==> src/rtl/msp_pkg.sv <==
// Shared types, register indexes and helper functions for the moving sphere potential core.
// No dependencies; every other file in rtl imports this package.
package msp_pkg;

	localparam int FRACTION_BITS_DEF = 16;
	localparam int CFG_INDEX_W       = 3;
	localparam int CFG_DATA_W        = 32;

	localparam logic [CFG_INDEX_W-1:0] REG_CENTER_X      = 3'd0;
	localparam logic [CFG_INDEX_W-1:0] REG_CENTER_Y      = 3'd1;
	localparam logic [CFG_INDEX_W-1:0] REG_CENTER_Z      = 3'd2;
	localparam logic [CFG_INDEX_W-1:0] REG_VELOCITY_X    = 3'd3;
	localparam logic [CFG_INDEX_W-1:0] REG_VELOCITY_Y    = 3'd4;
	localparam logic [CFG_INDEX_W-1:0] REG_VELOCITY_Z    = 3'd5;
	localparam logic [CFG_INDEX_W-1:0] REG_GRAVITY_MASS  = 3'd6;
	localparam logic [CFG_INDEX_W-1:0] REG_RADIUS        = 3'd7;

	typedef struct packed {
		logic signed [31:0] pos_x;
		logic signed [31:0] pos_y;
		logic signed [31:0] pos_z;
		logic signed [31:0] sim_time;
	} in_t;

	typedef struct packed {
		logic signed [31:0] potential;
		logic               inside_sphere;
	} out_t;

	typedef struct packed {
		logic signed [31:0] cen_x;
		logic signed [31:0] cen_y;
		logic signed [31:0] cen_z;
		logic signed [31:0] vel_x;
		logic signed [31:0] vel_y;
		logic signed [31:0] vel_z;
		logic [30:0]        gm;
		logic [30:0]        rad;
	} cfg_t;

	// Floor of three quarters of x, without forming 3x.
	function automatic logic [63:0] three_quarters(input logic [63:0] x);
		logic [63:0] base;
		logic [1:0]  frac;
		begin
			base = {2'b00, x[63:2]};
			unique case (x[1:0])
				2'd0: frac = 2'd0;
				2'd1: frac = 2'd0;
				2'd2: frac = 2'd1;
				2'd3: frac = 2'd2;
				default: frac = 2'd0;
			endcase
			three_quarters = base + {base[62:0], 1'b0} + {62'd0, frac};
		end
	endfunction

endpackage

==> src/rtl/msp_back.sv <==
// Back stages: offset, inner product term, branch select and saturation into the output register.
// Depends on msp_pkg.
module msp_back #(
	parameter int FRACTION_BITS = msp_pkg::FRACTION_BITS_DEF
) (
	input  logic                        clk,
	input  logic                        arst_n,
	input  logic                        adv,
	input  logic                        in_valid,
	input  logic [31+FRACTION_BITS-1:0] h_quo,
	input  logic [31+FRACTION_BITS-1:0] r_quo,
	input  logic [30:0]                 e_quo,
	input  logic                        in_sphere,
	output logic                        out_valid,
	output msp_pkg::out_t               out_data
);
	import msp_pkg::*;

	localparam int NW = 31 + FRACTION_BITS;
	localparam int PW = NW + 2;
	localparam logic [NW-1:0] H_CLAMP = NW'(64'd1 << 33);
	localparam logic signed [PW-1:0] SAT_MAX = PW'(64'sd2147483647);
	localparam logic signed [PW-1:0] SAT_MIN = PW'(-64'sd2147483648);

	logic v_s1, v_s2, v_s3, v_s4, v_s5;

	logic [33:0]            hc_s1, hc_s2;
	logic [NW-1:0]          tqh_s1, q_s1;
	logic [30:0]            e_s1;
	logic                   in_s1, in_s2, in_s3, in_s4;
	logic [47:0]            pl_s2, ph_s2;
	logic [33:0]            tqhc_s2;
	logic signed [PW-1:0]   outer_s2, outer_s3;
	logic [32:0]            m_s3;
	logic signed [35:0]     inner_s3;
	logic signed [PW-1:0]   pot_s4;
	out_t                   res_s5;

	always_ff @(posedge clk or negedge arst_n) begin
		if (!arst_n) begin
			v_s1 <= 1'b0;
			v_s2 <= 1'b0;
			v_s3 <= 1'b0;
			v_s4 <= 1'b0;
			v_s5 <= 1'b0;
		end else if (adv) begin
			v_s1 <= in_valid;
			v_s2 <= v_s1;
			v_s3 <= v_s2;
			v_s4 <= v_s3;
			v_s5 <= v_s4;
		end
	end

	always_ff @(posedge clk) begin
		if (adv) begin
			hc_s1    <= (h_quo > H_CLAMP) ? {1'b1, 33'd0} : 34'(h_quo);
			tqh_s1   <= NW'(three_quarters(64'(h_quo)));
			q_s1     <= r_quo;
			e_s1     <= e_quo;
			in_s1    <= in_sphere;

			// The 34 by 31 bit product is split into two 17-bit halves of hc.
			pl_s2    <= 48'(hc_s1[16:0]) * 48'(e_s1);
			ph_s2    <= 48'(hc_s1[33:17]) * 48'(e_s1);
			tqhc_s2  <= 34'(three_quarters(64'(hc_s1)));
			hc_s2    <= hc_s1;
			outer_s2 <= $signed({2'b00, tqh_s1}) - $signed({2'b00, q_s1});
			in_s2    <= in_s1;

			m_s3     <= 33'(((66'(ph_s2) << 17) + 66'(pl_s2)) >> 32);
			inner_s3 <= $signed({2'b00, tqhc_s2}) - $signed({2'b00, hc_s2});
			outer_s3 <= outer_s2;
			in_s3    <= in_s2;

			pot_s4   <= in_s3 ? (PW'(inner_s3) - $signed(PW'(m_s3))) : outer_s3;
			in_s4    <= in_s3;

			if (pot_s4 > SAT_MAX) begin
				res_s5.potential <= 32'sh7FFF_FFFF;
			end else if (pot_s4 < SAT_MIN) begin
				res_s5.potential <= 32'sh8000_0000;
			end else begin
				res_s5.potential <= 32'(pot_s4);
			end
			res_s5.inside_sphere <= in_s4;
		end
	end

	assign out_valid = v_s5;
	assign out_data  = res_s5;

endmodule

==> config.mk <==
export PLATFORM = sky130hd
export DESIGN_NAME = msp_back
export DESIGN_NICKNAME = d
export VERILOG_FILES = /design/src/rtl/msp_pkg.sv /design/src/rtl/msp_back.sv
export SDC_FILE = /design/constraint.sdc
export NUM_CORES = 2
export LEC_CHECK = 0
export BUFFER_PORTS_ARGS = -buffer_cell sky130_fd_sc_hd__buf_2
export CAP_MARGIN = 20
export CORE_MARGIN = 1.5
export CORE_UTILIZATION = 23
export DETAILED_ROUTE_END_ITERATION = 10
export GPL_TIMING_DRIVEN = 0
export PLACE_DENSITY = 0.38
export SYNTH_ARGS = -nofsm -noshare
export SYNTH_HDL_FRONTEND = slang
export SYNTH_SLANG_ARGS = --single-unit
==> constraint.sdc <==
create_clock -name clk -period 12.7 [get_ports clk]
set_input_delay 3.81 -clock clk [delete_from_list [all_inputs] [get_ports clk]]
set_output_delay 3.81 -clock clk [all_outputs]
set_load 0.02 [all_outputs]
==> metrics.txt <==
routed wire length=~220 mm; met2 usage=approximately 26%; R2R Path Start=e_s1[17]; Die W=between 500 and 600 µm; initial antenna violation count=48; DR vias=about 46k; hold path depth=0; area fraction of the dominant cell type after synthesis=approximately 27%; Post-CTS Setup Repair Bufs=0; Placed Cells incl. Taps=10.3k; CP Max Fanout=10; RSZ-0062 raised after global routing=no; grt ovf=0; Final Hold Viols=0; GRT met1 Usage=21.9%; setup violators final=0; Starting Density=between 20% and 30%; startpoint types=flip-flop; first-pass GRT wire length=323 mm; hpwl dp=~180 mm; period utilization=between 60% and 70%; Worst Tran Pin Value=1.34 ns; yosys warns=0; CP Class=reg2reg; hold path endpoint=outer_s3[37]; normalized max-slew margin=about 9.7%; reg2reg setup slack=4.12 ns; Post-synth EDFFs=between 500 and 600; syn_nets=7983; TritonCTS buffer count=72; GRT Max-Usage Layer=met2; Die Footprint=roughly 0.28 mm²; placement row count=around 190; mean number of vias per cell=roughly 4.4; Seq. cell area=0.0168 mm²; Slew Viols, Final=0; fmax=0.117 GHz; Avg WL per Cell=around 21 µm; worst min-delay path startpoint=outer_s2[37]; 1st-pass router iterations=6; routability cong.=0.906; met3 usage=between 1.5 and 2%; Critical R2R Capture=ph_s2[44]; flops & latches, synth=between 500 and 600; Seq/Total Area, Yosys=26.3%; cells after synthesis=approximately 6.4k; Fillers=29.7k; Setup Skew=approximately 0.064 ns; slowest cell on the critical path=clkbuf_1; Final WS setup=a little over 4 ns; CTS Sinks=560; dpl ws=4.09 ns; WP data arrival=9.00 ns; status=complete, no violations; multi-input logic area=between 0.04 and 0.05 mm²; Root Driver=clkbuf_16; crit-path max cell delay=0.90 ns; largest net degree at the start of global routing=~110; Final min period=8.58 ns; Post-CTS Resized=0; worst path required time=13.12 ns; Final #Nets=approximately 8k; Worst-Skew Late Latency=~0.70 ns; hold_ws=0.400 ns; most common cell in the synthesized netlist=inv_1; Hold WC Path Type=reg2reg; area grow syn2layout=12.5%; Tot GR Track Use=between 15 and 20%; share of cells above drive strength 1=5.26%; CTS tree=built; CP top delay family=adder cells; mapped cell area=0.0638 mm²; worst r2r path cells=22; I/O Pins=~160; Hold-fix buffers, CTS=0; vias in the first global route=~47k; DRC errors left=0; Final Util=about a quarter; Distinct cells, synth=between 80 and 90; Avg Cell Area, Syn=about 10 µm²; Yosys top cell by area=fa_1; Initial DRC Count=roughly 3.2k; endpoint type of the worst setup path=flip-flop; worst-path cell chain=clkbuf_1, nand2_1, fa_1, fa_1, fa_1, inv_1, fa_1, fa_1, inv_1, fa_1, inv_1, ha_1, and3_1, and4_1, nand2_1, a211oi_1, o21a_1, a211oi_1, nand3b_1, o21ai_0, nor4_1, a311o_1; top cells by area, synth=fa_1, edfxtp_1, ha_1; Post-synth top cells=inv_1, fa_1, nand2_1; # H-tree levels=3; Die Height=530 µm; Max Cap Violations=0; clock slew at reported path FFs=around 0.06 ns; CP most frequent cell=fa_1; Finished Layout Cells=around 10k; Port Buffers=between 150 and 200; clock buffer depth=3; ys flop type=edfxtp_1; post-route ant nets=0; CP bufs+invs=4; Async SR Flop Fraction=less than 1%; core area=0.276 mm²
metrics by stage:
stage	area, µm²	TNS [ns]
3_5_place_dp	69400	0
3_3_place_gp	69300	-815.44
5_1_grt	71800	0
2_1_floorplan	63800	0
6_report	71800	0
4_1_cts	71700	0
area by class of cell:
type                       count  area share (%)
timing repair buffer         171            1.39
inverter                    1237            6.47
multi-input combinational   4358            57.7
clock buffer                  92            2.70
sequential                   560            23.4
buffer                       254            1.34
antenna                       18          0.0627
tap                         3705            6.46
clock inverter                39           0.481
sequential cells by signal, summed over array words and instances (netlist names), 31 cells and up:
signal    flops
outer_s2     48
tqh_s1       47
outer_s3     48
q_s1         47
hc_s2        34
m_s3         33
hc_s1        34
tqhc_s2      34
e_s1         31
pot_s4       48
ph_s2        48
out_data     33
pl_s2        31
inner_s3     35
cell usage in the layout, fill, tap and decap left out, types with 8 or more instances in the layout:
cell type,n
nor4_1,13
nor3_1,27
buf_2,163
a31o_2,8
mux2_2,31
nand4_1,53
o21a_1,74
inv_1,1237
xnor2_1,189
ha_1,571
nand2_1,807
clkbuf_1,266
fa_1,873
or3_1,13
o21ai_0,155
nand3_1,50
and2_1,425
o21bai_1,30
nor2b_1,50
a221oi_1,8
clkinv_1,11
o21ai_1,12
a21oi_1,274
or2_2,8
diode_2,18
nand2b_1,27
a21o_1,143
and3_1,35
o211ai_1,21
xor2_1,86
clkinv_2,16
nor2_1,184
o31ai_1,18
and4_1,11
clkbuf_16,75
a31oi_1,32
edfxtp_1,555
a211oi_1,24
cell families after synthesis:
kind of cell	synth area share, %
xor+xnor	3.77
buf+inv	8.79
flops	26.3
compound gates	9.16
fa+ha+maj	38.6
mux	0.547
simple gates	12.8
worst reg2reg max path, cell delays in order, from the launching register on:
cell      delay, ns
edfxtp_1       0.82
clkbuf_1       0.92
nand2_1        0.20
fa_1           0.56
fa_1           0.54
fa_1           0.52
inv_1          0.05
fa_1           0.45
fa_1           0.51
inv_1          0.05
fa_1           0.50
inv_1          0.05
ha_1           0.36
and3_1         0.25
and4_1         0.22
nand2_1        0.09
a211oi_1       0.83
o21a_1         0.34
a211oi_1       0.14
nand3b_1       0.24
o21ai_0        0.30
nor4_1         0.08
a311o_1        0.33
worst max-delay path by stage:
stage | start | end | depth (start not counted)
final | e_s1[17] | ph_s2[44] | 22
after global placement | adv | out_valid | 2
after detailed placement | hc_s1[19] | ph_s2[44] | 22
after floorplan | h_quo[0] | tqh_s1[45] | 15
after CTS | hc_s1[19] | ph_s2[44] | 22
after global routing | e_s1[9] | ph_s2[44] | 22
metal layers:
layer / wire length, µm / vias up
li1: - / 21035
met1: 102000 / 23325
met2: 103000 / 1033
met3: 11000 / 210
met4: 5620 / 20
met5: 134 / -
Power is left out: the tool's default activity adds up to more than one toggle a clock period on the data nets, which glitch-free logic cannot reach.
