===== src/rtl/msp_pkg.sv =====
// Shared types, register indexes and helper functions for the moving sphere potential core.
// No dependencies; every other file in rtl imports this package.
package msp_pkg;

	localparam int FRACTION_BITS_DEF = 16;
	localparam int CFG_INDEX_W       = 3;
	localparam int CFG_DATA_W        = 32;

	localparam logic [CFG_INDEX_W-1:0] REG_CENTER_X      = 3'd0;
	localparam logic [CFG_INDEX_W-1:0] REG_CENTER_Y      = 3'd1;
	localparam logic [CFG_INDEX_W-1:0] REG_CENTER_Z      = 3'd2;
	localparam logic [CFG_INDEX_W-1:0] REG_VELOCITY_X    = 3'd3;
	localparam logic [CFG_INDEX_W-1:0] REG_VELOCITY_Y    = 3'd4;
	localparam logic [CFG_INDEX_W-1:0] REG_VELOCITY_Z    = 3'd5;
	localparam logic [CFG_INDEX_W-1:0] REG_GRAVITY_MASS  = 3'd6;
	localparam logic [CFG_INDEX_W-1:0] REG_RADIUS        = 3'd7;

	typedef struct packed {
		logic signed [31:0] pos_x;
		logic signed [31:0] pos_y;
		logic signed [31:0] pos_z;
		logic signed [31:0] sim_time;
	} in_t;

	typedef struct packed {
		logic signed [31:0] potential;
		logic               inside_sphere;
	} out_t;

	typedef struct packed {
		logic signed [31:0] cen_x;
		logic signed [31:0] cen_y;
		logic signed [31:0] cen_z;
		logic signed [31:0] vel_x;
		logic signed [31:0] vel_y;
		logic signed [31:0] vel_z;
		logic [30:0]        gm;
		logic [30:0]        rad;
	} cfg_t;

	// Floor of three quarters of x, without forming 3x.
	function automatic logic [63:0] three_quarters(input logic [63:0] x);
		logic [63:0] base;
		logic [1:0]  frac;
		begin
			base = {2'b00, x[63:2]};
			unique case (x[1:0])
				2'd0: frac = 2'd0;
				2'd1: frac = 2'd0;
				2'd2: frac = 2'd1;
				2'd3: frac = 2'd2;
				default: frac = 2'd0;
			endcase
			three_quarters = base + {base[62:0], 1'b0} + {62'd0, frac};
		end
	endfunction

endpackage


===== src/rtl/msp_sqrt.sv =====
// Integer square root, one result bit per pipeline stage (32 stages).
// Depends on msp_pkg.
module msp_sqrt (
	input  logic        clk,
	input  logic        arst_n,
	input  logic        adv,
	input  logic        in_valid,
	input  logic [63:0] radicand,
	input  logic [6:0]  in_shift,
	output logic        out_valid,
	output logic [31:0] root,
	output logic [6:0]  out_shift
);
	import msp_pkg::*;

	localparam int STEPS = 32;

	typedef struct packed {
		logic [63:0] v;
		logic [33:0] rem;
		logic [31:0] root;
		logic [6:0]  sh;
	} sq_t;

	sq_t  stage_s [STEPS+1];
	logic vld_s   [STEPS+1];

	always_comb begin
		stage_s[0].v    = radicand;
		stage_s[0].rem  = '0;
		stage_s[0].root = '0;
		stage_s[0].sh   = in_shift;
		vld_s[0]        = in_valid;
	end

	for (genvar k = 0; k < STEPS; k++) begin : g_step
		logic [35:0] rem2;
		logic [35:0] test;
		logic        ge;
		sq_t         nxt;

		always_comb begin
			rem2     = {stage_s[k].rem, stage_s[k].v[63:62]};
			test     = {2'b00, stage_s[k].root, 2'b01};
			ge       = rem2 >= test;
			nxt.v    = {stage_s[k].v[61:0], 2'b00};
			nxt.rem  = ge ? 34'(rem2 - test) : 34'(rem2);
			nxt.root = {stage_s[k].root[30:0], ge};
			nxt.sh   = stage_s[k].sh;
		end

		always_ff @(posedge clk or negedge arst_n) begin
			if (!arst_n) begin
				vld_s[k+1] <= 1'b0;
			end else if (adv) begin
				vld_s[k+1] <= vld_s[k];
			end
		end

		always_ff @(posedge clk) begin
			if (adv) begin
				stage_s[k+1] <= nxt;
			end
		end
	end

	assign out_valid = vld_s[STEPS];
	assign root      = stage_s[STEPS].root;
	assign out_shift = stage_s[STEPS].sh;

endmodule


===== config.mk =====
export PLATFORM = sky130hd
export DESIGN_NAME = msp_sqrt
export DESIGN_NICKNAME = d
export VERILOG_FILES = /design/src/rtl/msp_pkg.sv /design/src/rtl/msp_sqrt.sv
export SDC_FILE = /design/constraint.sdc
export NUM_CORES = 2
export LEC_CHECK = 0
export BUFFER_PORTS_ARGS = -buffer_cell sky130_fd_sc_hd__buf_2
export CAP_MARGIN = 30
export CORE_ASPECT_RATIO = 1.25
export CORE_MARGIN = 10
export CORE_UTILIZATION = 60
export CTS_BUF_LIST = sky130_fd_sc_hd__clkbuf_8
export DETAILED_ROUTE_END_ITERATION = 10
export PLACE_DENSITY = 0.76
export SLEW_MARGIN = 15
export SYNTH_ARGS = -nofsm -noshare
export SYNTH_HDL_FRONTEND = slang
export SYNTH_SLANG_ARGS = --single-unit

===== constraint.sdc =====
create_clock -name clk -period 7.4 [get_ports clk]
set_input_delay 0.74 -clock clk [delete_from_list [all_inputs] [get_ports clk]]
set_output_delay 0.74 -clock clk [all_outputs]
set_load 0.05 [all_outputs]

==> flow_metrics.py <==
metrics = {
    "run_status": {
        "outcome": "finished clean",
    },
    "route": {
        "wl_met1_mm": 94.47,
        "antenna_left": 0,
        "vias_per_cell": 5.710,
        "drt_iter0_drc": 5378,
        "met3WireLength_mm": 11.91,
        "routed_wirelength_mm": 251.0,
        "dr_wl_met2_mm": 129.2,
        "wl_per_cell_um": 19.50,
        "dr.pass1.iters": 6,
        "top_layer_used": "met4",
        "drc": 0,
        "vias": 73520,
    },
    "clocking": {
        "clk_path_buf_depth": 4,
        "cts_buffers": 417,
        "cts_root_buffer": "clkbuf_8",
        "cts_resized": 0,
        "clock_latency_ns": 1.02,
        "clk_pin_slew_ns": 0.06,
        "h-tree-depth": 5,
        "cts_num_sinks": 2779,
        "post-cts-setup-buffer-count": 0,
        "tritoncts": "built",
    },
    "setup_path": {
        "critPathCaptureType": "register",
        "r2r_slack_ns": 2.80,
        "max_stage_delay_ns": 0.73,
        "critPathLaunchType": "register",
        "crit_slowest_cell": "a21oi_2",
        "crit_chain": "ha_1 > a21o_1 > a21oi_1 > inv_1 > o21ai_0 > a22oi_1 > a2111oi_0 > dlymetal6s2s_1 > a21oi_1 > a21oi_2 > inv_1 > mux2_2",
        "critPathBufInv": 3,
        "crit_family": "compound AO/OA/AOI/OAI gates",
        "cp.required_ns": 8.13,
        "crit_arrival_ns": 5.33,
        "crit_fanout": 17,
        "critPathKind": "register to register",
    },
    "sta": {
        "finalSetupViolations": 0,
        "timing.final.crit_share": 0.6220,
        "skew_ns": 0.05690,
        "fin_tns_setup_ns": 0,
        "rsz0062_at_grt": "false",
        "hold_viol": 0,
        "setup_ws_ns": 2.797,
        "min_period_ns": 4.603,
        "drv_slew": 0,
        "fmax_mhz": 217.3,
        "relSlewSlack": 0.2213,
        "whs_ns": 0.3217,
        "worstMarginPinSlew_ns": 1.168,
    },
    "floorplan": {
        "rows": 186,
        "core_area_um2": 206000,
        "pin_count": 115,
        "die_area_um2": 226300,
        "start_util": 0.6045,
        "die_w_um": 427.4,
        "die_h_um": 529.3,
    },
    "yosys": {
        "synthCells": 9295,
        "synth-seq-cells": 2779,
        "synth.avg_cell_area_um2": 13.40,
        "yosys_warnings": 0,
        "async_flop_share": 0.01151,
        "synth-edff-count": 2747,
        "synth-main-ff-cell": "edfxtp_1",
        "ys_seq_area_frac": 0.6689,
        "synth_cell_types": 90,
        "synth.net_count": 9932,
        "synthesis.area_um2": 124500,
    },
    "power_and_ir_drop": {
        "switching_power_w": 0.01148,
        "internal_power_w": 0.02911,
        "vdd_ir_drop_max_mv": 0.1962,
        "pwr-share-seq": 0.517,
        "leakage_nw": 52.83,
        "power_frac_clock": 0.291,
        "combPwrFrac": 0.192,
        "cellPowerDensity_nw_per_um2": 295.7,
        "switching_share": 0.2829,
    },
    "layout": {
        "layout-drive-gt1-share": 0.08517,
        "areaGrowthSynthToFinish_pct": 10.26,
        "nFillCells": 14530,
        "final_cell_count_no_fill": 12880,
        "postLayoutCellArea_um2": 137300,
        "final_nets": 10460,
    },
    "grt": {
        "antenna_found_initial": 4,
        "grt_pass1_wl_mm": 394.9,
        "grt_pass1_vias": 74670,
        "grt_use_total": 0.2192,
        "grt_max_degree": 209,
        "grt_overflow": 0,
    },
    "place": {
        "place_hpwl_mm": 177.6,
        "place_congestion": 0.9491,
        "placed_cell_area_um2": 128700,
        "dp_cells": 12050,
        "port-buffer-count": 114,
        "place_ws_ns": 2.251,
    },
    "run": {
        "timing.max_cap.violations": 0,
    },
    "worst_hold_path": {
        "hold_path.class": "primary input to async pin",
    },
}
==> through the flow <==
| step | utilization | power [W] |
|---|---|---|
| global placement | 0.6247 | 0.02865 |
| CTS | 0.6664 | 0.04088 |
| finish | 0.6665 | 0.04059 |
| global route | 0.6665 | 0.04272 |
| detailed placement | 0.6249 | 0.02890 |
| floorplan | - | 0.02643 |
==> kinds of logic (layout without fill, tap and decap cells) <==
group | Yosys count | after routing | share of synthesized area
DFF | 2779 | 2779 | 0.6689
other | 1 | 6 | 0.00003012
xor gates and xnor gates | 828 | 828 | 0.05830
AOI/OAI and AO/OA | 1775 | 1775 | 0.08765
adders and majority gates | 562 | 562 | 0.05648
muxes | 92 | 92 | 0.008250
and+or+nand+nor | 2352 | 2352 | 0.09295
buffers and inverters | 906 | 1755 | 0.02739
==> final timing paths <==
path	start	end	cells past startpoint
worst max register to register	g_step[25].rem2[5]	g_step[26].rem2[24]	12
worst max-delay path	g_step[25].rem2[5]	g_step[26].rem2[24]	12
min in group clk	adv	g_step[14].nxt[119]	1
worst min-delay path	arst_n	vld_s[31]	2
worst min register to register	g_step[20].nxt[132]	g_step[21].nxt[134]	0
max in group asynchronous	arst_n	vld_s[28]	2
==> flip-flops by register name (all words and copies together) (netlist names) <==
register,flops
g_step.nxt,1643
g_step.rem2,1065
out_shift,7
vld_s,31
root,32
out_valid,1
==> per-layer routing <==
metal	GRT usage	up-vias
met5	0	-
met4	0.1329	0
met3	0.03465	719
met2	0.3904	2106
met1	0.2461	35280
li1	-	35410
==> placed cells by master, fill, tap and decap left out, drive strengths merged, types with 41 or more instances in the layout <==
cell type | netlist | final
a211oi | 46 | 46
a21o | 251 | 251
a21oi | 527 | 527
a31oi | 43 | 43
and3 | 59 | 59
buf | 17 | 179
clkbuf | 132 | 421
clkinv | 0 | 156
dlygate4sd3 | 0 | 74
edfxtp | 2747 | 2747
ha | 562 | 562
inv | 757 | 890
mux2 | 85 | 85
nand2 | 671 | 671
nand2b | 121 | 121
nand3 | 145 | 145
nand4 | 93 | 93
nor2 | 531 | 531
nor2b | 95 | 95
nor3 | 233 | 233
nor4 | 109 | 109
o21a | 102 | 102
o21ai | 500 | 500
o21bai | 41 | 41
o31ai | 73 | 73
or3 | 92 | 92
or4 | 44 | 44
xnor2 | 443 | 443
xor2 | 385 | 385
==> cell usage after synthesis, types with 17 or more instances <==
library cell	instances	area [um2]
edfxtp_1	2747	82490
inv_1	756	2838
nand2_1	671	2519
ha_1	562	7032
nor2_1	531	1993
a21oi_1	527	2638
o21ai_0	498	2492
xnor2_1	442	3871
xor2_1	385	3372
a21o_1	251	1884
nor3_1	233	1166
nand3_1	145	725.7
clkbuf_1	132	495.5
nand2b_1	121	757.0
nor4_1	107	669.4
o21a_1	102	765.7
nor2b_1	95	594.3
nand4_1	92	575.6
or3_1	91	569.3
mux2_2	85	957.2
o31ai_1	73	548.0
and3_1	58	362.9
a211oi_1	46	345.3
a31oi_1	43	269.0
or4_1	42	315.3
o21bai_1	41	307.8
or2_2	34	212.7
dfrtp_1	32	800.8
o211ai_1	28	210.2
nand3b_1	25	187.7
and4_1	22	192.7
a21boi_0	20	150.1
nor3b_1	19	142.6
a2111oi_0	17	148.9
==> layout make-up <==
| cell class | instances | area [um2] | share of cell area |
|---|---|---|---|
| Timing Repair Buffer | 254 | 2007 | 0.01462 |
| Sequential cell | 2779 | 83290 | 0.6067 |
| Clock buffer | 421 | 5794 | 0.04221 |
| Tap cell | 2726 | 3411 | 0.02485 |
| Antenna cell | 5 | 12.51 | 0.00009114 |
| Multi-Input combinational cell | 5610 | 37910 | 0.2762 |
| Clock inverter | 323 | 2009 | 0.01464 |
| Inverter | 757 | 2841 | 0.02070 |
==> power by group through the flow <==
stage / combinational [W] / clock (W) / sequential (W)
6_report: 0.00778 / 0.0118 / 0.0210
2_1_floorplan: 0.00567 / 0 / 0.0208
4_1_cts: 0.00771 / 0.0122 / 0.0210
5_1_grt: 0.00865 / 0.0129 / 0.0211
3_5_place_dp: 0.00764 / 0 / 0.0213
3_3_place_gp: 0.00743 / 0 / 0.0212
==> what timing repair did <==
item	CTS	global route
setup endpoints to repair	0	0
endpoints found under the hold margin	105	0
hold buffers	74	0
No activity file was read; power rests on OpenSTA's default activity.
